$ cat config.mk
export PLATFORM = sky130hd
export DESIGN_NAME = ihp_ram
export DESIGN_NICKNAME = d
export VERILOG_FILES = /design/src/hdl/ihp_ram.sv
export SDC_FILE = /design/constraint.sdc
export NUM_CORES = 1
export LEC_CHECK = 0
export BUFFER_PORTS_ARGS = -buffer_cell sky130_fd_sc_hd__buf_2
export CORE_MARGIN = 2
export CORE_UTILIZATION = 34
export DETAILED_ROUTE_END_ITERATION = 12
export HOLD_SLACK_MARGIN = 0.15
export PLACE_DENSITY = 0.46
export SETUP_SLACK_MARGIN = 0.3
export SYNTH_ARGS = -nofsm -noshare
export SYNTH_HDL_FRONTEND = slang
export SYNTH_SLANG_ARGS = --single-unit
$ cat constraint.sdc
create_clock -name clk -period 2.65 [get_ports clk]
set_clock_uncertainty 0.15 [all_clocks]
set_input_delay 0.6625 -clock clk [delete_from_list [all_inputs] [get_ports clk]]
set_output_delay 0.6625 -clock clk [all_outputs]
set_load 0.01 [all_outputs]
$ cat src/hdl/ihp_ram.sv
// Generic single-clock RAM with one write port and one registered read port.
module ihp_ram #(
  parameter int WIDTH = 8,
  parameter int DEPTH = 16,
  localparam int AW = (DEPTH > 1) ? $clog2(DEPTH) : 1
) (
  input  logic             clk,
  input  logic             we,
  input  logic [AW-1:0]    waddr,
  input  logic [WIDTH-1:0] wdata,
  input  logic [AW-1:0]    raddr,
  output logic [WIDTH-1:0] rdata
);

  logic [WIDTH-1:0] mem [DEPTH];

  always_ff @(posedge clk) begin
    if (we) begin
      mem[waddr] <= wdata;
    end
    rdata <= mem[raddr];
  end

endmodule
==> metrics.txt <==
Worst-path clk slew around 0.060 ns; critical path fanouts, max 32; min cycle time layout 1.89 ns; Pre-antenna DRT Iters 4; final setup fails 0; flops & latches, synth approximately 140; area of the core about 0.015 mm2; num ports 26; vias in the first global route 2,634; Netlist cell types 19; Detail Placement HPWL 6620 um; synthesis-to-finish area growth 20.6%; Final Max Tran Viols 0; vias post-DR 2,367; CP startpoint raddr[0]; top area cells in the synthesized netlist edfxtp_1 (75%), mux4_2 (7.9%), mux4_1 (7.1%); vias per cell 4.91; initial core utilization 35.2%; HP Class in2reg; GRT Total Usage about 14%; PwrDens between 800 and 900 mW/mm2; Setup Buffers After CTS 0; startpoint types primary input; CP Buf/Inv Count 2; CTS Buf Count 17; reg2reg start mem[1][5]$_DFFE_PP_; netlist area before placement slightly above 0.005 mm2; die area 0.0161 mm2; clock sink count 136; RSZ-0062 raised after global routing no; Setup crit end kind register; die width between 100 and 150 um; final wirelength ~11,000 um; setup TNS 0 ns; DRT antenna net count 0; CP Class in2reg; Leak 2.10 nW; largest net degree at the start of global routing 33; slew margin rel. 68.8%; crit-path cells buf_2 -> buf_12 -> mux4_1 -> a22oi_1 -> nand2_1; DRT iter0 DRCs around 180; Max IR drop VDD 449 uV; switching share of power 19.5%; Finished Cell Area 0.00621 mm2; post-CTS resize count 0; initial antenna violation count 0; CTS tree built; Crit path max-delay family multiplexers; R2R Setup Slk 1.12 ns; final worst-path cycle share 71.4%; worst-skew pair later-pin latency 0.41 ns; power share of the sequential group 47.9%; Clock H-tree levels 4; Reg-to-Reg End rdata[5]$_DFF_P_; WP data arrival 2.03 ns; Avg Cell Area, Syn 22.5 um2; fill count 1,288; first-pass GRT wire length 16,100 um; Clk pwr share 47.5%; worst slew pin tran 0.469 ns; Multi-input gate area 0.00106 mm2; CP Depth 5; Root Buffer clkbuf_16; FF+latch area between 0.004 and 0.005 mm2; Max-Cap Viols 0; run status completed; Post-Syn Nets 247; Synth top area share approximately three quarters; Mapped Cells 229; P_int just over 4 mW; maximum clock path buffer count 2; Max stage delay on crit path 0.58 ns; CP Data Required Time around 2.8 ns; Port Buffers 25; layout cells sized above 1 31.9%; sequential cell area fraction in the yosys report between 70% and 80%; DRC Markers 0; final hold vios 0; Congestion Overflow GR 0; largest area contributor in the netlist edfxtp_1; Post-CTS Hold Fix Bufs 0; antenna fix cells 0; DP Area roughly 0.0056 mm2; fmax between 500 and 600 MHz; Comb power frac 4.5%; routed length per instance 22.0 um; commonest cells after routing, fill and taps aside edfxtp_1 (128), buf_2 (25), buf_4 (21), mux4_2 (18), clkbuf_16 (17); worst setup path end rdata[5]$_DFF_P_; Yosys warning count 0; Final Net Count 303; GPL Wtd Cong 0.702; Core Util, Final roughly 42%; Reg2Reg Depth 3; Switching Power slightly below 1 mW; Die Y 127 um; Crit-path slowest cell mux4_1; most common cell after layout, fill and taps aside edfxtp_1; Site Rows 44
## through the flow
stage	hold WS [ns]	instances	setup WS, ns	total power [mW]
2_1_floorplan	0.479	229	0.345	2.59
3_3_place_gp	0.507	450	0.311	2.70
3_5_place_dp	0.514	450	0.308	2.70
4_1_cts	0.481	482	0.741	5.11
5_1_grt	0.492	482	0.712	5.22
6_report	0.491	482	0.757	5.05
## cell usage after synthesis
cell and count:
mux4_1 14, and2_1 1, dfxtp_1 8, mux4_2 18, a22oi_1 16, buf_2 3
nor3_1 4, or3b_2 1, nor2_1 13, nand3b_1 2, buf_6 3, nand3_1 1
clkdlybuf4s25_2 3, nand2_1 9, nand2b_1 2, nor2b_1 1, edfxtp_1 128, and2b_1 1
buf_4 1
## cells by family (layout without fill, tap and decap cells)
logic type / Yosys count / in the layout / synth area share [%]
flip-flops: 136 / 136 / 77.8
AND/OR/NAND/NOR: 35 / 35 / 3.18
multiplexers: 32 / 32 / 15.0
AO/OA/AOI/OAI: 16 / 16 / 2.33
buffers and inverters: 10 / 79 / 1.68
## worst min path at each step
stage / startpoint / endpoint / slack, ns / cells after the start
6_report: wdata[3] / mem[14][3]$_DFFE_PP_ / 0.49 / 1
4_1_cts: wdata[2] / mem[10][2]$_DFFE_PP_ / 0.48 / 1
5_1_grt: wdata[1] / mem[4][1]$_DFFE_PP_ / 0.49 / 1
2_1_floorplan: mem[7][0]$_DFFE_PP_ / rdata[0]$_DFF_P_ / 0.48 / 3
3_5_place_dp: mem[11][5]$_DFFE_PP_ / rdata[5]$_DFF_P_ / 0.51 / 3
3_3_place_gp: mem[11][5]$_DFFE_PP_ / rdata[5]$_DFF_P_ / 0.51 / 3
## per-layer routing
| layer | vias up | track usage, % | wire (um) |
|---|---|---|---|
| met3 | 9 | 4.52 | 411 |
| met2 | 45 | 23.0 | 5040 |
| met5 | - | 0 | 0 |
| met4 | 0 | 4.46 | 108 |
| met1 | 1228 | 18.9 | 5060 |
| li1 | 1085 | - | - |
## state kept, by name, summed over array words and instances, names as in the netlist
register  cells
rdata         8
mem         128
## power by group through the flow
stage          registers (mW)  clock network (mW)  logic (mW)
2_1_floorplan            2.47                   0       0.122
3_3_place_gp             2.47                   0       0.234
3_5_place_dp             2.47                   0       0.236
4_1_cts                  2.42                2.45       0.237
5_1_grt                  2.43                2.54       0.254
6_report                 2.42                2.40       0.230
## layout make-up
class                      count  share of cell area (%)
clock buffer                  19                    6.98
tap                          184                    3.71
timing repair buffer          47                    4.88
multi-input combinational     83                    17.0
sequential                   136                    64.5
clock inverter                13                    2.88
Note: power is estimated with default switching activity, not from simulation.
